$ cat config.mk
export PLATFORM = sky130hd
export DESIGN_NAME = grammar_file_lexer
export DESIGN_NICKNAME = d
export VERILOG_FILES = /design/src/gfl_pkg.sv /design/src/gfl_ram.sv /design/src/gfl_front.sv /design/src/gfl_cmdq.sv /design/src/gfl_back.sv /design/src/grammar_file_lexer.sv
export SDC_FILE = /design/constraint.sdc
export NUM_CORES = 1
export LEC_CHECK = 0
export BUFFER_PORTS_ARGS = -buffer_cell sky130_fd_sc_hd__buf_2
export CAP_MARGIN = 30
export CORE_ASPECT_RATIO = 1.75
export CORE_MARGIN = 2
export CORE_UTILIZATION = 30
export CTS_BUF_LIST = sky130_fd_sc_hd__clkbuf_4
export DETAILED_ROUTE_END_ITERATION = 8
export SKIP_LAST_GASP = 1
export SLEW_MARGIN = 30
export SYNTH_ARGS = -nofsm -noshare
export SYNTH_HDL_FRONTEND = slang
export SYNTH_HIERARCHICAL = 1
export SYNTH_SLANG_ARGS = --single-unit
$ cat constraint.sdc
create_clock -name clk -period 6.7 [get_ports clk]
set_input_delay 1.34 -clock clk [delete_from_list [all_inputs] [get_ports clk]]
set_output_delay 1.34 -clock clk [all_outputs]
set_load 0.02 [all_outputs]
$ cat src/gfl_pkg.sv
// types, constants and keyword tables of the grammar file lexer
`timescale 1ns / 1ps
package gfl_pkg;

	localparam int NAME_SLOTS_DEF = 32;
	// holds any text length up to the largest slot count
	localparam int LEN_W = 6;
	localparam int NKW = 12;

	localparam logic [4:0] K_END    = 5'd0;
	localparam logic [4:0] K_COLON  = 5'd1;
	localparam logic [4:0] K_SEMI   = 5'd2;
	localparam logic [4:0] K_BAR    = 5'd3;
	localparam logic [4:0] K_EQUALS = 5'd4;
	localparam logic [4:0] K_IDENT  = 5'd5;
	localparam logic [4:0] K_COMMA  = 5'd6;
	localparam logic [4:0] K_OUTPUT = 5'd7;
	localparam logic [4:0] K_LPAR   = 5'd8;
	localparam logic [4:0] K_RPAR   = 5'd9;
	localparam logic [4:0] K_TERM   = 5'd10;
	localparam logic [4:0] K_LEFT   = 5'd11;
	localparam logic [4:0] K_BINARY = 5'd12;
	localparam logic [4:0] K_RIGHT  = 5'd13;
	localparam logic [4:0] K_MARK   = 5'd14;
	localparam logic [4:0] K_PREC   = 5'd15;
	localparam logic [4:0] K_LCURL  = 5'd16;
	localparam logic [4:0] K_NUMBER = 5'd21;
	localparam logic [4:0] K_RAW    = 5'd22;
	localparam logic [4:0] K_ERROR  = 5'd23;

	localparam logic [2:0] E_ANGLE   = 3'd0;
	localparam logic [2:0] E_QUOTE   = 3'd1;
	localparam logic [2:0] E_COMMENT = 3'd2;
	localparam logic [2:0] E_EOF_COM = 3'd3;
	localparam logic [2:0] E_KEYWORD = 3'd4;

	typedef enum logic [9:0] {
		M_IDLE      = 10'b0000000001,
		M_COM_OPEN  = 10'b0000000010,
		M_COM_BODY  = 10'b0000000100,
		M_COM_STAR  = 10'b0000001000,
		M_ANGLE     = 10'b0000010000,
		M_QUOTE     = 10'b0000100000,
		M_QUOTE_ESC = 10'b0001000000,
		M_DIRECTIVE = 10'b0010000000,
		M_NUMBER    = 10'b0100000000,
		M_NAME      = 10'b1000000000
	} mode_t;

	typedef enum logic [3:0] {
		B_IDLE = 4'b0001,
		B_TEXT = 4'b0010,
		B_KA   = 4'b0100,
		B_KB   = 4'b1000
	} bstate_t;

	// one queued job: optional text run, first kind result, optional second result
	typedef struct packed {
		logic [LEN_W-1:0] len;
		logic             bank;
		logic [4:0]       kind_a;
		logic [7:0]       char_a;
		logic [2:0]       code_a;
		logic             has_b;
		logic [4:0]       kind_b;
		logic [7:0]       char_b;
		logic [2:0]       code_b;
		logic [15:0]      line;
	} cmd_t;

	localparam logic [79:0] KW_STR [NKW] = '{
		80'("term"), 80'("token"), 80'("left"), 80'("nonassoc"), 80'("binary"),
		80'("right"), 80'("prec"), 80'("start"), 80'("type"), 80'("union"),
		80'("attributes"), 80'("attribute")
	};
	localparam logic [3:0] KW_LEN [NKW] = '{
		4'd4, 4'd5, 4'd4, 4'd8, 4'd6, 4'd5, 4'd4, 4'd5, 4'd4, 4'd5, 4'd10, 4'd9
	};
	localparam logic [4:0] KW_KIND [NKW] = '{
		5'd10, 5'd10, 5'd11, 5'd12, 5'd12, 5'd13, 5'd15, 5'd17, 5'd18, 5'd19,
		5'd20, 5'd20
	};

	function automatic logic [7:0] kw_char(input int i, input logic [LEN_W-1:0] pos);
		int sh;
		logic [7:0] r;
		begin
			r = 8'h00;
			if (pos < LEN_W'(KW_LEN[i])) begin
				sh = 8 * (int'(KW_LEN[i]) - 1 - int'(pos));
				r = KW_STR[i][sh +: 8];
			end
			return r;
		end
	endfunction

	function automatic logic is_dec_digit(input logic [7:0] c);
		return (c >= "0") && (c <= "9");
	endfunction

	function automatic logic is_name_char(input logic [7:0] c);
		return ((c >= "a") && (c <= "z")) || ((c >= "A") && (c <= "Z")) ||
			(c == "_") || (c == ".") || (c == "$");
	endfunction

endpackage

$ cat src/gfl_ram.sv
// generic single write port ram with registered read
`timescale 1ns / 1ps
module gfl_ram #(
	parameter int WIDTH = 8,
	parameter int DEPTH = 64
) (
	input  logic                     clk,
	input  logic                     wr_en,
	input  logic [$clog2(DEPTH)-1:0] wr_addr,
	input  logic [WIDTH-1:0]         wr_data,
	input  logic [$clog2(DEPTH)-1:0] rd_addr,
	output logic [WIDTH-1:0]         rd_data
);
	logic [WIDTH-1:0] mem [DEPTH];

	always_ff @(posedge clk) begin
		if (wr_en) begin
			mem[wr_addr] <= wr_data;
		end
		rd_data <= mem[rd_addr];
	end
endmodule

$ cat src/gfl_front.sv
// character scanner: mode machine, text stores and job generation
`timescale 1ns / 1ps
module gfl_front #(
	parameter int NAME_SLOTS = gfl_pkg::NAME_SLOTS_DEF,
	parameter int AW = $clog2(2 * NAME_SLOTS)
) (
	input  logic                clk,
	input  logic                arst_n,
	input  logic                in_valid,
	output logic                in_ready,
	input  logic [7:0]          char_in,
	input  logic                end_of_input,
	input  logic                q_full,
	input  logic                txt_busy,
	output logic                push,
	output gfl_pkg::cmd_t       push_cmd,
	output logic                wr_en,
	output logic [AW-1:0]       wr_addr,
	output logic [7:0]          wr_data
);
	import gfl_pkg::*;

	localparam logic [LEN_W-1:0] NS_L = LEN_W'(NAME_SLOTS);

	mode_t            mode_q, n_mode;
	logic [LEN_W-1:0] len_q, n_len, pos, wr_idx;
	logic             kf_q, n_kf;
	logic [7:0]       qc_q, n_qc;
	logic [15:0]      line_q, n_line;
	logic [NKW-1:0]   mask_q, n_mask;
	logic             bank_q, n_bank;
	logic             acc, has_a, do_idle, cnt_nl, st_en, st_name, st_fresh, found;
	logic [7:0]       c, st_data, fc;
	logic             eof;
	logic [4:0]       i_kind, f_kind;
	logic [7:0]       i_char;
	logic             i_has;
	cmd_t             cmd;

	assign in_ready = !q_full && !txt_busy;
	assign acc = in_valid && in_ready;
	assign c = char_in;
	assign eof = end_of_input;

	always_comb begin
		n_mode = mode_q; n_len = len_q; n_kf = kf_q; n_qc = qc_q; n_line = line_q;
		n_mask = mask_q; n_bank = bank_q;
		cmd = '0; cmd.line = line_q; cmd.bank = bank_q;
		has_a = 1'b0; do_idle = 1'b0; cnt_nl = 1'b0;
		st_en = 1'b0; st_name = 1'b0; st_fresh = 1'b0; st_data = 8'h00;
		i_has = 1'b0; i_kind = K_END; i_char = 8'h00;
		found = 1'b0; f_kind = K_IDENT; fc = 8'h00; pos = '0; wr_idx = '0;
		wr_en = 1'b0; wr_data = 8'h00;

		case (mode_q)
			M_COM_OPEN: begin
				if (eof || c != "*") begin
					has_a = 1'b1; cmd.kind_a = K_ERROR; cmd.code_a = E_COMMENT;
					n_len = '0; n_kf = 1'b0; n_mode = M_IDLE;
					cnt_nl = !eof && (c == 8'h0a);
				end else begin
					n_mode = M_COM_BODY;
				end
			end
			M_COM_BODY, M_COM_STAR: begin
				if (eof) begin
					has_a = 1'b1; cmd.kind_a = K_ERROR; cmd.code_a = E_EOF_COM;
					n_len = '0; n_kf = 1'b0; n_mode = M_IDLE;
				end else if (c == "/" && mode_q == M_COM_STAR) begin
					n_mode = M_IDLE;
				end else if (c == "*") begin
					n_mode = M_COM_STAR;
				end else begin
					cnt_nl = (c == 8'h0a);
					n_mode = M_COM_BODY;
				end
			end
			M_ANGLE: begin
				if (!eof && c == ">") begin
					n_mode = M_IDLE;
					has_a = 1'b1; cmd.kind_a = K_IDENT; cmd.len = len_q;
					n_len = '0; n_bank = !bank_q;
				end else if (eof || c == 8'h0a) begin
					has_a = 1'b1; cmd.kind_a = K_ERROR; cmd.code_a = E_ANGLE;
					n_len = '0; n_kf = 1'b0; n_mode = M_IDLE;
					cnt_nl = !eof;
				end else begin
					st_en = 1'b1; st_data = c;
				end
			end
			M_QUOTE: begin
				if (eof || c == 8'h0a) begin
					has_a = 1'b1; cmd.kind_a = K_ERROR; cmd.code_a = E_QUOTE;
					n_len = '0; n_kf = 1'b0; n_mode = M_IDLE;
					cnt_nl = !eof;
				end else if (c == "\\") begin
					st_en = 1'b1; st_data = c; n_mode = M_QUOTE_ESC;
				end else if (c == qc_q) begin
					n_mode = M_IDLE;
					has_a = 1'b1; cmd.kind_a = K_IDENT; cmd.len = len_q;
					n_len = '0; n_bank = !bank_q;
				end else begin
					st_en = 1'b1; st_data = c;
				end
			end
			M_QUOTE_ESC: begin
				if (eof) begin
					has_a = 1'b1; cmd.kind_a = K_ERROR; cmd.code_a = E_QUOTE;
					n_len = '0; n_kf = 1'b0; n_mode = M_IDLE;
				end else begin
					st_en = 1'b1; st_data = c; n_mode = M_QUOTE;
				end
			end
			M_DIRECTIVE: begin
				n_mode = M_IDLE;
				has_a = 1'b1;
				if (eof) begin
					cmd.kind_a = K_END;
				end else begin
					case (c)
						"0": cmd.kind_a = K_TERM;
						"<": cmd.kind_a = K_LEFT;
						"2": cmd.kind_a = K_BINARY;
						">": cmd.kind_a = K_RIGHT;
						"%", "\\": cmd.kind_a = K_MARK;
						"=": cmd.kind_a = K_PREC;
						"{": cmd.kind_a = K_LCURL;
						default: begin
							// keyword or fallback word start
							has_a = 1'b0;
							n_kf = 1'b1;
							n_len = '0;
							if (is_dec_digit(c)) begin
								n_kf = 1'b0; st_en = 1'b1; st_data = c; n_mode = M_NUMBER;
							end else if (is_name_char(c)) begin
								st_en = 1'b1; st_name = 1'b1; st_fresh = 1'b1; st_data = c;
								n_mode = M_NAME;
							end else begin
								n_kf = 1'b0;
								has_a = 1'b1; cmd.kind_a = K_RAW; cmd.char_a = c;
							end
						end
					endcase
				end
			end
			M_NUMBER: begin
				if (!eof && is_dec_digit(c)) begin
					st_en = 1'b1; st_data = c;
				end else begin
					n_mode = M_IDLE;
					has_a = 1'b1; cmd.kind_a = K_NUMBER; cmd.len = len_q;
					n_len = '0; n_bank = !bank_q;
					do_idle = 1'b1;
				end
			end
			M_NAME: begin
				if (!eof && (is_name_char(c) || is_dec_digit(c))) begin
					st_en = 1'b1; st_name = 1'b1; st_data = c;
				end else begin
					n_mode = M_IDLE;
					do_idle = 1'b1;
					has_a = 1'b1;
					if (!kf_q) begin
						cmd.kind_a = K_IDENT; cmd.len = len_q;
						n_len = '0; n_bank = !bank_q;
					end else begin
						n_kf = 1'b0;
						for (int i = NKW - 1; i >= 0; i--) begin
							if (mask_q[i] && LEN_W'(KW_LEN[i]) == len_q) begin
								found = 1'b1; f_kind = KW_KIND[i];
							end
						end
						if (found) begin
							cmd.kind_a = f_kind; cmd.len = len_q;
							n_len = '0; n_bank = !bank_q;
						end else begin
							cmd.kind_a = K_ERROR; cmd.code_a = E_KEYWORD;
							n_len = '0;
						end
					end
				end
			end
			default: begin
				n_mode = M_IDLE;
				do_idle = 1'b1;
			end
		endcase

		// idle scan, also the rescan of a terminating character
		if (do_idle) begin
			if (eof) begin
				i_has = 1'b1; i_kind = K_END;
			end else if (c <= 8'h20) begin
				cnt_nl = (c == 8'h0a);
			end else begin
				case (c)
					"/": n_mode = M_COM_OPEN;
					":": begin i_has = 1'b1; i_kind = K_COLON; end
					";": begin i_has = 1'b1; i_kind = K_SEMI; end
					"|": begin i_has = 1'b1; i_kind = K_BAR; end
					"{", "=": begin i_has = 1'b1; i_kind = K_EQUALS; end
					",": begin i_has = 1'b1; i_kind = K_COMMA; end
					"^": begin i_has = 1'b1; i_kind = K_OUTPUT; end
					"(": begin i_has = 1'b1; i_kind = K_LPAR; end
					")": begin i_has = 1'b1; i_kind = K_RPAR; end
					"<": begin n_len = '0; n_mode = M_ANGLE; end
					"\"", "'": begin
						n_qc = c; n_len = '0;
						st_en = 1'b1; st_data = " ";
						n_mode = M_QUOTE;
					end
					"%", "\\": n_mode = M_DIRECTIVE;
					default: begin
						n_kf = 1'b0;
						n_len = '0;
						if (is_dec_digit(c)) begin
							st_en = 1'b1; st_data = c; n_mode = M_NUMBER;
						end else if (is_name_char(c)) begin
							st_en = 1'b1; st_name = 1'b1; st_fresh = 1'b1; st_data = c;
							n_mode = M_NAME;
						end else begin
							n_mode = M_IDLE;
							i_has = 1'b1; i_kind = K_RAW; i_char = c;
						end
					end
				endcase
			end
			if (i_has) begin
				if (has_a) begin
					cmd.has_b = 1'b1; cmd.kind_b = i_kind; cmd.char_b = i_char;
				end else begin
					has_a = 1'b1; cmd.kind_a = i_kind; cmd.char_a = i_char;
				end
			end
		end

		if (st_en) begin
			pos = n_len;
			fc = st_data;
			if (st_name) begin
				if (n_kf && st_data >= "A" && st_data <= "Z") begin
					fc = st_data + 8'd32;
				end
				for (int i = 0; i < NKW; i++) begin
					n_mask[i] = (st_fresh || mask_q[i]) && (kw_char(i, pos) == fc);
				end
			end
			wr_en = acc;
			wr_data = fc;
			if (n_len < NS_L) begin
				wr_idx = n_len;
				n_len = n_len + LEN_W'(1);
			end else begin
				wr_idx = NS_L - LEN_W'(1);
			end
		end

		if (cnt_nl && line_q != 16'hffff) begin
			n_line = line_q + 16'd1;
		end
	end

	assign wr_addr = n_bank ? AW'(NAME_SLOTS) + AW'(wr_idx) : AW'(wr_idx);
	assign push = acc && has_a;
	assign push_cmd = cmd;

	always_ff @(posedge clk or negedge arst_n) begin
		if (!arst_n) begin
			mode_q <= M_IDLE;
			len_q  <= '0;
			kf_q   <= 1'b0;
			qc_q   <= 8'h00;
			line_q <= 16'd1;
			mask_q <= '0;
			bank_q <= 1'b0;
		end else if (acc) begin
			mode_q <= n_mode;
			len_q  <= n_len;
			kf_q   <= n_kf;
			qc_q   <= n_qc;
			line_q <= n_line;
			mask_q <= n_mask;
			bank_q <= n_bank;
		end
	end
endmodule

$ cat src/gfl_cmdq.sv
// two entry job queue between scanner and emitter
`timescale 1ns / 1ps
module gfl_cmdq (
	input  logic          clk,
	input  logic          arst_n,
	input  logic          push,
	input  gfl_pkg::cmd_t push_cmd,
	input  logic          pop,
	output gfl_pkg::cmd_t head,
	output logic          full,
	output logic          empty
);
	import gfl_pkg::*;

	cmd_t       ent_q [2];
	logic       wp_q, rp_q;
	logic [1:0] cnt_q;

	assign head  = ent_q[rp_q];
	assign full  = (cnt_q == 2'd2);
	assign empty = (cnt_q == 2'd0);

	always_ff @(posedge clk) begin
		if (push) begin
			ent_q[wp_q] <= push_cmd;
		end
	end

	always_ff @(posedge clk or negedge arst_n) begin
		if (!arst_n) begin
			wp_q  <= 1'b0;
			rp_q  <= 1'b0;
			cnt_q <= 2'd0;
		end else begin
			if (push) wp_q <= !wp_q;
			if (pop) rp_q <= !rp_q;
			cnt_q <= cnt_q + 2'(push) - 2'(pop);
		end
	end
endmodule

$ cat src/gfl_back.sv
// result emitter: drains buffered text then the kind results
`timescale 1ns / 1ps
module gfl_back #(
	parameter int NAME_SLOTS = gfl_pkg::NAME_SLOTS_DEF,
	parameter int AW = $clog2(2 * NAME_SLOTS)
) (
	input  logic                clk,
	input  logic                arst_n,
	input  logic                q_empty,
	input  gfl_pkg::cmd_t       head,
	output logic                pop,
	output logic [AW-1:0]       rd_addr,
	input  logic [7:0]          rd_data,
	output logic                txt_done,
	output logic                out_valid,
	input  logic                out_ready,
	output logic [4:0]          token_kind,
	output logic                is_text,
	output logic [7:0]          text_char,
	output logic [2:0]          error_code,
	output logic [15:0]         line_number,
	output logic                last
);
	import gfl_pkg::*;

	bstate_t          st_q;
	cmd_t             cur_q;
	logic [LEN_W-1:0] idx_q;
	logic             dok_q;
	logic             slot_free, load_txt, load_any;

	assign slot_free = !out_valid || out_ready;
	assign pop = (st_q == B_IDLE) && !q_empty;
	assign rd_addr = cur_q.bank ? AW'(NAME_SLOTS) + AW'(idx_q) : AW'(idx_q);
	assign load_txt = (st_q == B_TEXT) && dok_q && slot_free;
	assign txt_done = load_txt && (idx_q + LEN_W'(1) == cur_q.len);
	assign load_any = load_txt || (((st_q == B_KA) || (st_q == B_KB)) && slot_free);

	always_ff @(posedge clk or negedge arst_n) begin
		if (!arst_n) begin
			st_q      <= B_IDLE;
			out_valid <= 1'b0;
			idx_q     <= '0;
			dok_q     <= 1'b0;
		end else begin
			out_valid <= load_any || (out_valid && !out_ready);
			// read data is good in the cycle after the address settles
			dok_q <= !(pop || load_txt);
			case (st_q)
				B_IDLE: begin
					if (!q_empty) begin
						idx_q <= '0;
						st_q  <= (head.len != '0) ? B_TEXT : B_KA;
					end
				end
				B_TEXT: begin
					if (load_txt) begin
						idx_q <= idx_q + LEN_W'(1);
						if (txt_done) st_q <= B_KA;
					end
				end
				B_KA: begin
					if (slot_free) begin
						st_q <= cur_q.has_b ? B_KB : B_IDLE;
					end
				end
				B_KB: begin
					if (slot_free) begin
						st_q <= B_IDLE;
					end
				end
				default: st_q <= B_IDLE;
			endcase
		end
	end

	always_ff @(posedge clk) begin
		if (pop) begin
			cur_q <= head;
		end
		if (load_txt) begin
			token_kind <= cur_q.kind_a; is_text <= 1'b1; text_char <= rd_data;
			error_code <= '0; line_number <= cur_q.line; last <= 1'b0;
		end else if (st_q == B_KA && slot_free) begin
			token_kind <= cur_q.kind_a; is_text <= 1'b0; text_char <= cur_q.char_a;
			error_code <= cur_q.code_a; line_number <= cur_q.line; last <= 1'b1;
		end else if (st_q == B_KB && slot_free) begin
			token_kind <= cur_q.kind_b; is_text <= 1'b0; text_char <= cur_q.char_b;
			error_code <= cur_q.code_b; line_number <= cur_q.line; last <= 1'b1;
		end
	end
endmodule

$ cat src/grammar_file_lexer.sv
// Grammar file lexer, top level.
// Input channel: one source byte per transaction (char_in, end_of_input) on
// in_valid / in_ready. Output channel: one result per transaction on
// out_valid / out_ready; token text leaves one character per result
// (is_text = 1) ahead of the kind result, which carries last = 1.
// A scanner front end classifies each byte as it is accepted and queues a job
// in a two entry queue when the byte yields results; the emitter drains the
// job's text from a two bank text ram one character at a time, then emits the
// kind results. While a token's text is still being drained, in_ready stays
// low, so the byte after one that closes a token with text waits until that
// text has been drained. A closing byte's job passes through the queue entry
// and the emitter's job register to the output register; text characters
// also wait for the registered ram read.
// Reset clears the scan mode, text length and flags and sets the line
// count to one; the text ram is not cleared and needs no clearing pass.
// A stalled receiver holds the output register and backs up into the queue
// and then into in_ready.
`timescale 1ns / 1ps
module grammar_file_lexer #(
	parameter int NAME_SLOTS = gfl_pkg::NAME_SLOTS_DEF
) (
	input  logic        clk,
	input  logic        arst_n,
	input  logic        in_valid,
	output logic        in_ready,
	input  logic [7:0]  char_in,
	input  logic        end_of_input,
	output logic        out_valid,
	input  logic        out_ready,
	output logic [4:0]  token_kind,
	output logic        is_text,
	output logic [7:0]  text_char,
	output logic [2:0]  error_code,
	output logic [15:0] line_number,
	output logic        last
);
	import gfl_pkg::*;

	localparam int AW = $clog2(2 * NAME_SLOTS);

	cmd_t          push_cmd, head;
	logic          push, pop, q_full, q_empty, wr_en, txt_done;
	logic [AW-1:0] wr_addr, rd_addr;
	logic [7:0]    wr_data, rd_data;
	logic [1:0]    txt_pend_q;

	always_ff @(posedge clk or negedge arst_n) begin
		if (!arst_n) begin
			txt_pend_q <= 2'd0;
		end else begin
			txt_pend_q <= txt_pend_q + 2'(push && push_cmd.len != '0) - 2'(txt_done);
		end
	end

	gfl_front #(.NAME_SLOTS(NAME_SLOTS), .AW(AW)) u_front (
		.clk(clk), .arst_n(arst_n), .in_valid(in_valid), .in_ready(in_ready),
		.char_in(char_in), .end_of_input(end_of_input), .q_full(q_full),
		.txt_busy(txt_pend_q != 2'd0), .push(push), .push_cmd(push_cmd),
		.wr_en(wr_en), .wr_addr(wr_addr), .wr_data(wr_data)
	);

	gfl_cmdq u_cmdq (
		.clk(clk), .arst_n(arst_n), .push(push), .push_cmd(push_cmd), .pop(pop),
		.head(head), .full(q_full), .empty(q_empty)
	);

	gfl_ram #(.WIDTH(8), .DEPTH(2 * NAME_SLOTS)) u_text_ram (
		.clk(clk), .wr_en(wr_en), .wr_addr(wr_addr), .wr_data(wr_data),
		.rd_addr(rd_addr), .rd_data(rd_data)
	);

	gfl_back #(.NAME_SLOTS(NAME_SLOTS), .AW(AW)) u_back (
		.clk(clk), .arst_n(arst_n), .q_empty(q_empty), .head(head), .pop(pop),
		.rd_addr(rd_addr), .rd_data(rd_data), .txt_done(txt_done),
		.out_valid(out_valid), .out_ready(out_ready), .token_kind(token_kind),
		.is_text(is_text), .text_char(text_char), .error_code(error_code),
		.line_number(line_number), .last(last)
	);
endmodule

; ---- Word level (Yosys, flattened, before mapping)
; Memory sizes are Yosys's and may differ from the RTL's. A register that Yosys moved wholly into a read port is not among the register bits.
; Index checks and enable logic that the tools add are counted.
[totals]
register_bits = 162
ramBits = 618
output_inout_bits = 36
mem_count = 2
[mem_list]
columns = name, words, word_bits, read_ports, rd_clocked_by_memory_dff, wr, line
row1 = u_text_ram.mem, 64, 8, 1, 1, 1, gfl_ram.sv:14  ; logic [WIDTH-1:0] mem [DEPTH];
row2 = u_cmdq.ent_q, 2, 53, 1, 0, 1, gfl_cmdq.sv:15  ; cmd_t ent_q [2];
[op_classes]
add_sub_neg = 16
magnitude_cmp = 16
eq_ne = 64
shift = 12
n_mux = 301
bitwise_logic = 2
n_reduce_logical = 105
[ops]
columns = op, count
row1 = $shiftx A80 B32 Y8 const A, 12
row2 = $mux W8, 69
row3 = $mux W6, 32
row4 = $mux W10, 16
row5 = $mux W5, 30
row6 = $eq A8 B6 Y1 const B, 17
row7 = $mux W1, 105
row8 = $eq A8 B8 Y1, 13
row9 = $pmux W10 S8, 1
row10 = $pmux W5 S7, 2
row11 = $mux W13, 5
row12 = $pmux W10 S5, 1
row13 = $mux W16, 3
row14 = $pmux W8 S6, 1
row15 = $logic_and A1 B1 Y1, 47
row16 = $pmux W5 S9, 1
row17 = $mux W14, 3
row18 = $pmux W6 S7, 1
row19 = $eq A8 B7 Y1 const B, 5
row20 = $mux W4, 7
row21 = $ge A8 B7 Y1 const B, 3
row22 = $le A8 B7 Y1 const B, 3
row23 = $logic_or A1 B1 Y1, 24
row24 = $mux W3, 8
row25 = other kinds (65), 107

; ---- Logic depth before layout (Yosys ltp)
; Gate-level depths: netlist of the first run.
[depth]
depth_word = 25
mapped_depth = 25

; ---- By module
; The synthesis of the first run kept the hierarchy.
[modules_own_cells]
columns = module, n_inst, cells_each, area_each_um2
row1 = gfl_ram, 1, 972, 20190.6
row2 = gfl_front, 1, 1049, 7288.2
row3 = gfl_cmdq, 1, 189, 4357.9
row4 = gfl_back, 1, 222, 3774.9
row5 = grammar_file_lexer, 1, 10, 122.6

; ---- Least setup slack after synthesis of the first run
; Ideal clock, no wire load.
[synth_timing]
path_type = input to register
start = input char_in[4]
end = memory u_text_ram.mem[0][7], data pin
setup_time_ps = 720
arrival_time_ps = 6256
required_time_ps = 5980
setup_slack_ps = -276
cell_stages = 9
cell_sequence = buf_2 or4_1 o211ai_2 nand4_1 a2111oi_0 o21ai_1 a21boi_2 nand2_1 o31ai_1
[synth_between]
elab_chain_cells = 25
word_cells_on_any_way = 119
[synth_rtl]
columns = item, line
row1 = "start, declared", grammar_file_lexer.sv:26  ; input logic [7:0] char_in,
row2 = $ge A8 B7 Y1 / $le A8 B7 Y1 (equally long branches), gfl_pkg.sv:102  ; return ((c >= "a") && (c <= "z")) || ((c >= "A") && (c <= "Z")) ||
row3 = $logic_and A1 B1 Y1, gfl_pkg.sv:102
row4 = $logic_or A1 B1 Y1 (2 in series), gfl_pkg.sv:102
row5 = $logic_or A1 B1 Y1 (2 in series), gfl_pkg.sv:103  ; (c == "_") || (c == ".") || (c == "$");
row6 = $mux W8, gfl_front.sv:135  ; end else if (is_name_char(c)) begin
row7 = $mux W8, gfl_front.sv:133  ; if (is_dec_digit(c)) begin
row8 = $mux W8, gfl_front.sv:120  ; case (c)
row9 = $mux W8, gfl_front.sv:117  ; if (eof) begin
row10 = [7 not listed], --
row11 = $ge A8 B7 Y1, gfl_front.sv:241  ; if (n_kf && st_data >= "A" && st_data <= "Z") begin
row12 = $logic_and A1 B1 Y1 (2 in series), gfl_front.sv:241
row13 = $mux W8, gfl_front.sv:241
row14 = $mux W8, gfl_front.sv:240  ; if (st_name) begin
row15 = $mux W8, gfl_front.sv:237  ; if (st_en) begin
row16 = $mux W8, gfl_front.sv:240
row17 = $mux W8 *, gfl_front.sv:237
row18 = via wr_data[7], grammar_file_lexer.sv:44  ; logic [7:0] wr_data, rd_data;
row19 = "end, declared", gfl_ram.sv:14
; The timed path passes the listed nets; every way through them passes the cells marked *. The select of a mux whose other input is x is not followed.

; ---- Final worst setup path of the first run
[layout_timing]
start = register u_front.mode_q[4]
end = register u_front.mask_q[0]
[layout_between]
elab_chain_cells = 16
word_cells_on_any_way = 68
[layout_rtl]
columns = item, line
row1 = "start, declared", gfl_front.sv:25  ; mode_t mode_q, n_mode;
row2 = "start signal, assigned", gfl_front.sv:277  ; mode_q <= n_mode;
row3 = branches (longest 16 deep; another with $sub A2 B6 Y7), --
row4 = "end signal, assigned", gfl_front.sv:282  ; mask_q <= n_mask;
row5 = "end, declared", gfl_front.sv:30  ; logic [NKW-1:0] mask_q, n_mask;
; Several ways; the timed one is not identified. The select of a mux whose other input is x is not followed.
; A chain may end at the register's enable or synchronous reset.

==> results of run 1 <==
[registers in the layout (all words and copies together), names as in the netlist, 8 cells and up]
| register | count |
|---|---|
| u_front/mask_q | 12 |
| u_back/cur_q | 56 |
| u_back/line_number | 16 |
| u_back/text_char | 8 |
| u_front/line_q | 16 |
| u_front/mode_q | 10 |
| u_text_ram/mem | 512 |
| u_front/qc_q | 8 |
| u_cmdq/ent_q | 112 |
| u_text_ram/rd_data | 8 |
[logic make-up after synthesis]
group,synth area share
DFF,0.654
and+or+nand+nor,0.106
AOI/OAI and AO/OA,0.0744
muxes,0.114
buffers and inverters,0.0261
xor gates and xnor gates,0.0178
adders and majority gates,0.00805
other,0.000105
[final cells by class]
| cell class | count | area (um^2) |
|---|---|---|
| Inverter | 47 | 176 |
| Antenna cell | 5 | 12.5 |
| Multi-Input combinational cell | 1459 | 11500 |
| Clock buffer | 258 | 1940 |
| Tap cell | 1521 | 1900 |
| Fill cell | 11533 | 77400 |
| Sequential cell | 794 | 23400 |
| Clock inverter | 62 | 450 |
| Timing Repair Buffer | 215 | 1560 |
[worst max-delay path by stage]
| stage | slack, ns | cells past startpoint | startpoint | to |
|---|---|---|---|---|
| after detailed placement | 0.25 | 18 | char_in[4] | u_front/mask_q[0] |
| after floorplan | 0.07 | 12 | char_in[4] | u_cmdq/ent_q[0][0] |
| final | 1.13 | 16 | u_front/mode_q[4] | u_front/mask_q[0] |
| after global routing | 0.80 | 19 | u_front/mode_q[5] | u_front/mask_q[7] |
| after global placement | 0.35 | 18 | char_in[1] | u_front/mask_q[0] |
| after CTS | 1.15 | 16 | u_front/mode_q[1] | u_front/mask_q[0] |
[worst register-to-register path: stages (launching register included)]
cell      delay (ns)
dfrtp_1         0.50
nor2_1          0.48
nand3_1         0.28
o21ai_0         0.34
nand2b_1        0.20
or4b_1          0.57
buf_4           0.22
o211ai_1        0.21
buf_4           0.20
ha_1            0.24
or4_1           0.49
mux2_4          0.30
and2_1          0.18
or3_1           0.37
a221oi_1        0.25
or4b_1          0.48
a21oi_1         0.16
[per-layer routing]
layer,GRT usage,part of all wire,up-vias
met1,0.159,0.34,11345
met5,0,0,-
li1,-,-,10124
met2,0.304,0.54,870
met3,0.0301,0.047,299
met4,0.116,0.071,0
[cells in the final DEF, fill, tap and decap left out, types with 47 or more instances in the layout]
cell type	instances
nand3_1	69
nand2_1	153
mux4_2	124
a21oi_1	71
nor2_1	220
xnor2_1	49
o21ai_0	88
nor3_1	47
dfrtp_1	65
clkbuf_4	258
buf_2	47
edfxtp_1	709
buf_4	163
[through the flow]
stage	instance area [um^2]	hold slack (ns)	power (W)	utilization	setup WS [ns]
finish	40900	0.268	0.0139	0.346	1.13
global route	40900	0.150	0.0146	0.346	0.802
CTS	40900	0.118	0.0141	0.346	1.15
detailed placement	38500	0.406	0.0101	0.325	0.253
global placement	38500	0.403	0.0101	0.325	0.346
floorplan	35700	0.400	0.00891	-	0.0686
[power breakdown]
group          total [W]  internal, W  switching (W)
logic            0.00356      0.00140        0.00217
registers        0.00642      0.00610       0.000325
clock network    0.00392      0.00202        0.00190
==> qor.csv, run 1 <==
metric,value,unit
cts_resized,0,
drv_cap,0,
max_stage_delay,0.57,ns
tightest_slew,1.01,ns
path_buf_inv,2,
antenna_found_initial,2,
grt_use_total,0.162,
fp.coreArea,118000,um^2
yosysWarnings,6,
r2r.worst_path.cells,16,
routed_wl,99400,um
synthesis.area,35700,um^2
ios,49,
grt_pass1_vias,23409,
yosysSeqAreaShare,0.654,
portBuffers,48,
min_path_type,in -> async,
period_minus_slack,5.57,ns
crit_required,7.63,ns
final.period_utilization,0.832,
avgViaCountPerCell,5.19,
grt_max_degree,91,
place_hpwl,69000,um
hold_violations,0,
yosys.cell_count.top_type,edfxtp_1,
synthDistinctLibCells,110,
dieWidth,265,um
synth_common_cells,"edfxtp_1, nor2_1, nand2_1, mux4_2, o21ai_0",
cp_max_fo,11,
synth_cells,2442,
vias,22638,
r2r_end,u_front/mask_q[0],
synthFlopType,edfxtp_1,
hold_buffers,0,
cts_max_level,4,
critPathSlowestCell,or4b_1,
finalSetupTns,0,ns
cts_buffers,175,
slew_headroom,0.317,
grt_pass1_wl,147000,um
slew_viol_final,0,
drc,0,
clk_latency,1.04,ns
cts_root_buf,clkbuf_4,
grt.overflow.total,0,
drive_gt1_frac,0.266,
die_y,461,um
place.gp.congestion,0.950,
cts_setup_buffers,0,
finClkSkew,0.0888,ns
crit_chain,"nor2_1, nand3_1, o21ai_0, nand2b_1, or4b_1, buf_4, o211ai_1, buf_4, ha_1, or4_1, mux2_4, and2_1, or3_1, a221oi_1, or4b_1, a21oi_1",
synth_top_cell_by_area,edfxtp_1,
critPathKind,reg -> reg,
ys_async_sr_fraction,0.0907,
clk_pin_slew_worst_paths,0.10,ns
cts_tree,built,
clockBufferDepth,3,
synth-edff-count,709,
nets,2728,
rows,167,
cp-end-kind,register,
path_delay_family,simple AND/OR/NAND/NOR gates,
startpoint_type,register,
synthTopCellsByArea,"edfxtp_1, mux4_2, dfrtp_1, nor2_1, nand2_1",
synthToLayoutAreaGrowth,14.5,%
status,"finished, final reports clean",
powerDensity,340,nW/um^2
drt-initial-drc-count,1767,
clock_sinks,794,
final-instance-count-excl-fill,4361,
peakVddDrop,0.000263,V
synth-seq-cells,794,
yosysTopAreaCellShare,0.596,
max_freq,0.179,GHz
wl_per_cell,22.8,um
antenna_left,0,
setup_viol,0,
dp_cells,4035,
rrSetupSlack,1.13,ns
grt_setup_unrepaired,false,
dieArea,122000,um^2
r2r_start,u_front/mode_q[4],
synth.avg_cell_area,14.6,um^2
cp.arrival,6.50,ns
start_util,0.302,
leakagePower,14.1,nW
drt-pass1-iter-count,6,
Power figures use the tool's default switching activity.
==> run 2: changes to the inputs <==
==> constraint.sdc (replaced) <==
create_clock -name clk -period 4.6 [get_ports clk]
set_input_delay 0.92 -clock clk [delete_from_list [all_inputs] [get_ports clk]]
set_output_delay 0.92 -clock clk [all_outputs]
set_load 0.02 [all_outputs]
==> qor.csv, run 2 (same netlist as run 1, synthesis figures left out) <==
metric,value,unit,change
drt-pass1-iter-count,6,,unchanged
whs_endpoint,u_front/mode_q[2],,
final.period_utilization,1.06,,+0.233
grt_pass1_wl,154000,um,+5.0%
top_register,u_text_ram/mem,,
clockBufferDepth,3,,unchanged
r2r.worst_path.cells,21,,+5
rrSetupSlack,-0.30,ns,-1.42 ns
grt_pass1_vias,24782,,+5.9%
tightest_slew,0.934,ns,-0.0806 ns
clk_latency,1.10,ns,+0.06 ns
cp-end-kind,register,,
dieWidth,265,um,unchanged
antenna_left,0,,unchanged
critPathSlowestCell,or4_4,,
grt.overflow.total,0,,unchanged
grt_use_total,0.172,,+0.00985
cts_max_level,4,,unchanged
min_path_type,in -> reg,,
crit_required,5.61,ns,-2.02 ns
r2r_start,u_front/mode_q[0],,
period_minus_slack,4.90,ns,-0.676 ns
r2r_end,u_front/mask_q[1],,
dieArea,122000,um^2,unchanged
worst_hold_slack,0.225,ns,-0.0438 ns
max_stage_delay,0.54,ns,-0.03 ns
grt_max_degree,65,,-29%
antenna_found_initial,3,,+1
min_from,end_of_input,,
vias,23611,,+4.3%
grt_setup_unrepaired,true,,
final_cell_mix,"edfxtp_1, buf_4, clkbuf_4, nor2_1, nand2_1",,
start_util,0.302,,unchanged
wl_per_cell,22.4,um,-1.7%
leakagePower,15.8,nW,+12%
rows,167,,unchanged
slew_headroom,0.378,,+0.0609
peakVddDrop,0.000316,V,+20%
clock_sinks,794,,unchanged
startpoint_type,register,,
largest_register_ffs,512,,unchanged
routed_wl,105000,um,+5.6%
cp_max_fo,5,,-6
drv_cap,0,,unchanged
max_freq,0.204,GHz,+14%
layout_commonest_cell,edfxtp_1,,
drc,0,,unchanged
hold_depth,2,,
slew_viol_final,0,,unchanged
ios,49,,unchanged
path_delay_family,simple AND/OR/NAND/NOR gates,,
violations,negative setup slack,,
clk_pin_slew_worst_paths,0.07,ns,-0.03 ns
place_area,41300,um^2,+7.3%
cts_buffers,179,,+2.3%
place.gp.congestion,0.949,,-0.18%
drive_gt1_frac,0.360,,+0.0940
place_hpwl,76800,um,+11%
final_cell_area,44100,um^2,+7.9%
avgViaCountPerCell,5.04,,-2.9%
die_y,461,um,unchanged
finClkSkew,0.0699,ns,-0.0189 ns
reg_top3,"u_text_ram/mem (512), u_cmdq/ent_q (112), u_back/cur_q (56)",,
setup_viol,6,,+6
critPathKind,reg -> reg,,
cp.arrival,5.91,ns,-0.59 ns
crit_chain,"or4_4, nor3_4, o311ai_4, nand2b_1, or4b_4, o21a_4, nand2_4, ha_4, inv_2, o21ai_4, xor2_2, buf_4, a21oi_2, a311oi_1, a31oi_1, or3_1, or3_1, mux2i_1, buf_4, a31o_1, o221a_2",,
nets,3046,,+12%
fp.coreArea,118000,um^2,unchanged
status,"finished, violations left",,
hold_violations,0,,unchanged
synthToLayoutAreaGrowth,23.5,%,
powerDensity,474,nW/um^2,+39%
portBuffers,48,,unchanged
path_buf_inv,3,,+1
cts_tree,built,,
drt-initial-drc-count,1408,,-20%
layout_setup_ws,-0.295,ns,-1.42 ns
cts_root_buf,clkbuf_4,,
post-place-ws,-1.14,ns,-1.39 ns
run 2: changes by cell type in the layout (fill, tap and decap cells not counted), moves of 10 or more:
cell / change
buf_12: +25
buf_4: +279
clkbuf_4: -10
clkinv_1: +11
nor2_1: -19
nor2_4: +18
run 2: final cells by class:
| type | count | area (um^2) |
|---|---|---|
| Fill cell | 11410 | 74100 |
| Sequential cell | 794 | 23400 |
| Multi-Input combinational cell | 1459 | 12000 |
| Timing Repair Buffer | 529 | 4270 |
| Tap cell | 1521 | 1900 |
| Clock buffer | 248 | 1860 |
| Clock inverter | 79 | 497 |
| Inverter | 47 | 176 |
| Antenna cell | 8 | 20.0 |
run 2: worst max-delay path by stage:
stage / from / to / slack, ns / cells past startpoint
after floorplan: char_in[4] / u_front/mask_q[0] / -0.97 / 22
after global placement: char_in[1] / u_front/mask_q[5] / -1.01 / 19
after detailed placement: char_in[1] / u_front/mask_q[7] / -1.14 / 19
after CTS: u_front/mode_q[0] / u_front/mask_q[6] / -0.22 / 19
after global routing: u_front/mode_q[1] / u_front/mask_q[7] / -0.47 / 18
final: u_front/mode_q[0] / u_front/mask_q[1] / -0.30 / 21
run 2: metal layers:
layer  vias to the layer above  track usage  routed length (um)
met5                         -            0                  11
met4                         2        0.116                7680
met3                       287       0.0337                4620
met2                       713        0.334               58500
met1                     11817        0.160               34100
li1                      10792            -                   -
run 2: through the flow:
step	util	TNS [ns]	cells	total power [W]
floorplan	-	-151.51	2444	0.0130
global placement	0.349	-206.11	4334	0.0153
detailed placement	0.349	-217.50	4335	0.0154
CTS	0.370	-1.05	4670	0.0211
global route	0.373	-4.15	4685	0.0219
finish	0.373	-1.62	4685	0.0209
run 2: where the power goes:
| group | switching [W] | total, W | internal (W) |
|---|---|---|---|
| Clock | 0.00283 | 0.00561 | 0.00278 |
| Sequential | 0.000557 | 0.00943 | 0.00888 |
| Combinational | 0.00331 | 0.00589 | 0.00258 |
run 2: timing repair:
action	4_1_cts	5_1_grt
endpoints found under the hold margin	32	0
gates resized for setup	22	49
hold buffers	1	0
endpoints found under the setup margin	107	343
buffers inserted	7	7
pin swaps	9	17
==> run 3: changes to the inputs <==
--- a/config.mk
+++ b/config.mk
@@ -9,12 +9,12 @@
 export CAP_MARGIN = 30
 export CORE_ASPECT_RATIO = 1.75
 export CORE_MARGIN = 2
-export CORE_UTILIZATION = 30
+export CORE_UTILIZATION = 40
 export CTS_BUF_LIST = sky130_fd_sc_hd__clkbuf_4
 export DETAILED_ROUTE_END_ITERATION = 8
-export SKIP_LAST_GASP = 1
 export SLEW_MARGIN = 30
 export SYNTH_ARGS = -nofsm -noshare
 export SYNTH_HDL_FRONTEND = slang
 export SYNTH_HIERARCHICAL = 1
 export SYNTH_SLANG_ARGS = --single-unit
+export TNS_END_PERCENT = 10
==> qor.csv, run 3 (same netlist as run 1, synthesis figures left out) <==
metric,value,unit,change
status,"finished, violations left",,
violations,negative setup slack,,
cp_common_cell,buf_4,,
layout_setup_ws,-0.239,ns,+0.0559 ns
r2r_end,u_front/mask_q[6],,
slew_headroom,0.400,,+0.0228
grt_max_degree,65,,unchanged
grt_util_met2,0.439,,+0.105
wl_per_cell,24.3,um,+8.5%
endpoint,u_front/mask_q[6],,
cp.depth,17,,-19%
max_stage_delay,0.57,ns,+0.03 ns
critPathSlowestCell,or4_4,,
drt-initial-drc-count,1902,,+35%
cp.arrival,5.83,ns,-0.08 ns
grt_use_total,0.231,,+0.0587
min_path_type,in -> reg,,
drt-pass1-iter-count,5,,-1
start_util,0.402,,+0.0998
antenna_left,0,,unchanged
cts_root_buf,clkbuf_4,,
rows,145,,-13%
cts_max_level,4,,unchanged
final-instance-count-excl-fill,4342,,-7.3%
crit_required,5.59,ns,-0.02 ns
synthToLayoutAreaGrowth,21.9,%,
dieWidth,230,um,-13%
cp-end-kind,register,,
place_area,40500,um^2,-2.0%
path_delay_family,simple AND/OR/NAND/NOR gates,,
reg_top3,"u_text_ram/mem (512), u_cmdq/ent_q (112), u_back/cur_q (56)",,
portBuffers,48,,unchanged
setup_viol,9,,+3
r2r_start,u_front/mode_q[1],,
largest_register_ffs,512,,unchanged
antenna_found_initial,3,,unchanged
die_y,399,um,-13%
grt_pass1_vias,25153,,+1.5%
final_cell_mix,"edfxtp_1, buf_4, clkbuf_4, nor2_1, nand2_1",,
vias,23969,,+1.5%
cts_buffers,178,,-0.56%
finalSetupTns,-1.44,ns,+0.185 ns
grt_setup_unrepaired,true,,
place.gp.congestion,0.942,,-0.66%
finClkSkew,0.0857,ns,+0.0158 ns
path_buf_inv,3,,unchanged
dieArea,91800,um^2,-25%
clk_pin_slew_worst_paths,0.08,ns,about the same
nets,3046,,unchanged
clk_latency,1.08,ns,-0.02 ns
grt_pass1_wl,156000,um,+0.92%
met1_usage,0.222,,+0.0615
grt.overflow.total,0,,unchanged
drv_cap,0,,unchanged
place_hpwl,76100,um,-0.90%
crit_chain,"or4_4, nor3_4, o311ai_4, nand2b_1, or4b_4, o211ai_1, buf_4, ha_4, buf_4, buf_4, nand2b_1, a21oi_1, nand3_1, or2_4, xnor2_2, or4_4, o32ai_2",,
clockBufferDepth,3,,unchanged
powerDensity,482,nW/um^2,+1.7%
final.period_utilization,1.05,,-0.0122
clock_sinks,794,,unchanged
dp_cells,3983,,-8.1%
drive_gt1_frac,0.365,,+0.00524
cp_max_fo,6,,+1
hold_violations,0,,unchanged
drc,0,,unchanged
ios,49,,unchanged
rrSetupSlack,-0.24,ns,+0.06 ns
leakagePower,15.8,nW,about the same
cts_tree,built,,
top_register,u_text_ram/mem,,
min_from,out_ready,,
peakVddDrop,0.000322,V,+2.1%
startpoint_type,register,,
worst_hold_slack,0.337,ns,+0.112 ns
slew_viol_final,0,,unchanged
period_minus_slack,4.84,ns,-0.0559 ns
tightest_slew,0.897,ns,-0.0367 ns
layout_commonest_cell,edfxtp_1,,
startpoint,u_front/mode_q[1],,
max_freq,0.207,GHz,+1.2%
busiest_layer,met2,,
routed_wl,106000,um,+0.57%
r2r.worst_path.cells,17,,-19%
fp.coreArea,88900,um^2,-25%
final_cell_area,43600,um^2,-1.3%
avgViaCountPerCell,5.52,,+9.5%
critPathKind,reg -> reg,,
grt_use_met3,0.0370,,+0.00327
-- run 3: worst reg2reg max path, stage by stage (launching register included) --
cell and delay, ns:
dfrtp_1 0.39, or4_4 0.57, nor3_4 0.22, o311ai_4 0.16, nand2b_1 0.16, or4b_4 0.53
o211ai_1 0.20, buf_4 0.19, ha_4 0.16, buf_4 0.12, buf_4 0.14, nand2b_1 0.08
a21oi_1 0.35, nand3_1 0.26, or2_4 0.34, xnor2_2 0.13, or4_4 0.51, o32ai_2 0.26
-- run 3: stage by stage --
| stage | power (W) | util | setup slack [ns] |
|---|---|---|---|
| finish | 0.0210 | 0.490 | -0.239 |
| global route | 0.0220 | 0.490 | -0.354 |
| CTS | 0.0211 | 0.485 | -0.254 |
| detailed placement | 0.0152 | 0.455 | -1.12 |
| global placement | 0.0151 | 0.455 | -0.968 |
| floorplan | 0.0130 | - | -0.976 |
-- run 3: routing by layer --
| layer | share of wire | wire, um |
|---|---|---|
| met5 | 0 | 0 |
| met3 | 0.043 | 4520 |
| met4 | 0.076 | 7990 |
| met2 | 0.55 | 58400 |
| met1 | 0.33 | 34600 |
-- run 3: worst min-delay path by stage --
stage	slack, ns	cells after the start	endpoint
after floorplan	0.40	0	u_back/line_number[0]
after global placement	0.40	0	u_back/line_number[7]
after detailed placement	0.41	0	u_back/line_number[9]
after CTS	0.18	3	u_back/out_valid
after global routing	0.25	3	u_back/out_valid
final	0.34	3	u_back/out_valid
-- run 3: power by group --
part	internal, W	total (W)	switching, W
clock network	0.00288	0.00571	0.00283
registers	0.00888	0.00941	0.000530
logic	0.00257	0.00590	0.00333
-- run 3: repair_timing --
action	CTS	global route
pin swaps	15	43
hold endpoints to repair	37	0
hold buffers	1	0
gates cloned	0	0
resized for setup	29	82
setup buffers	13	11
setup endpoints to repair	205	501
-- run 3: area by class of cell --
type | instances | area (um^2)
clock buffers | 266 | 2000
inverters | 47 | 183
repair buffers | 530 | 4100
fillers | 7812 | 45300
well taps | 1176 | 1470
diodes | 6 | 15.0
multi-input cells | 1459 | 12000
clock inverters | 64 | 434
flip-flops and latches | 794 | 23400
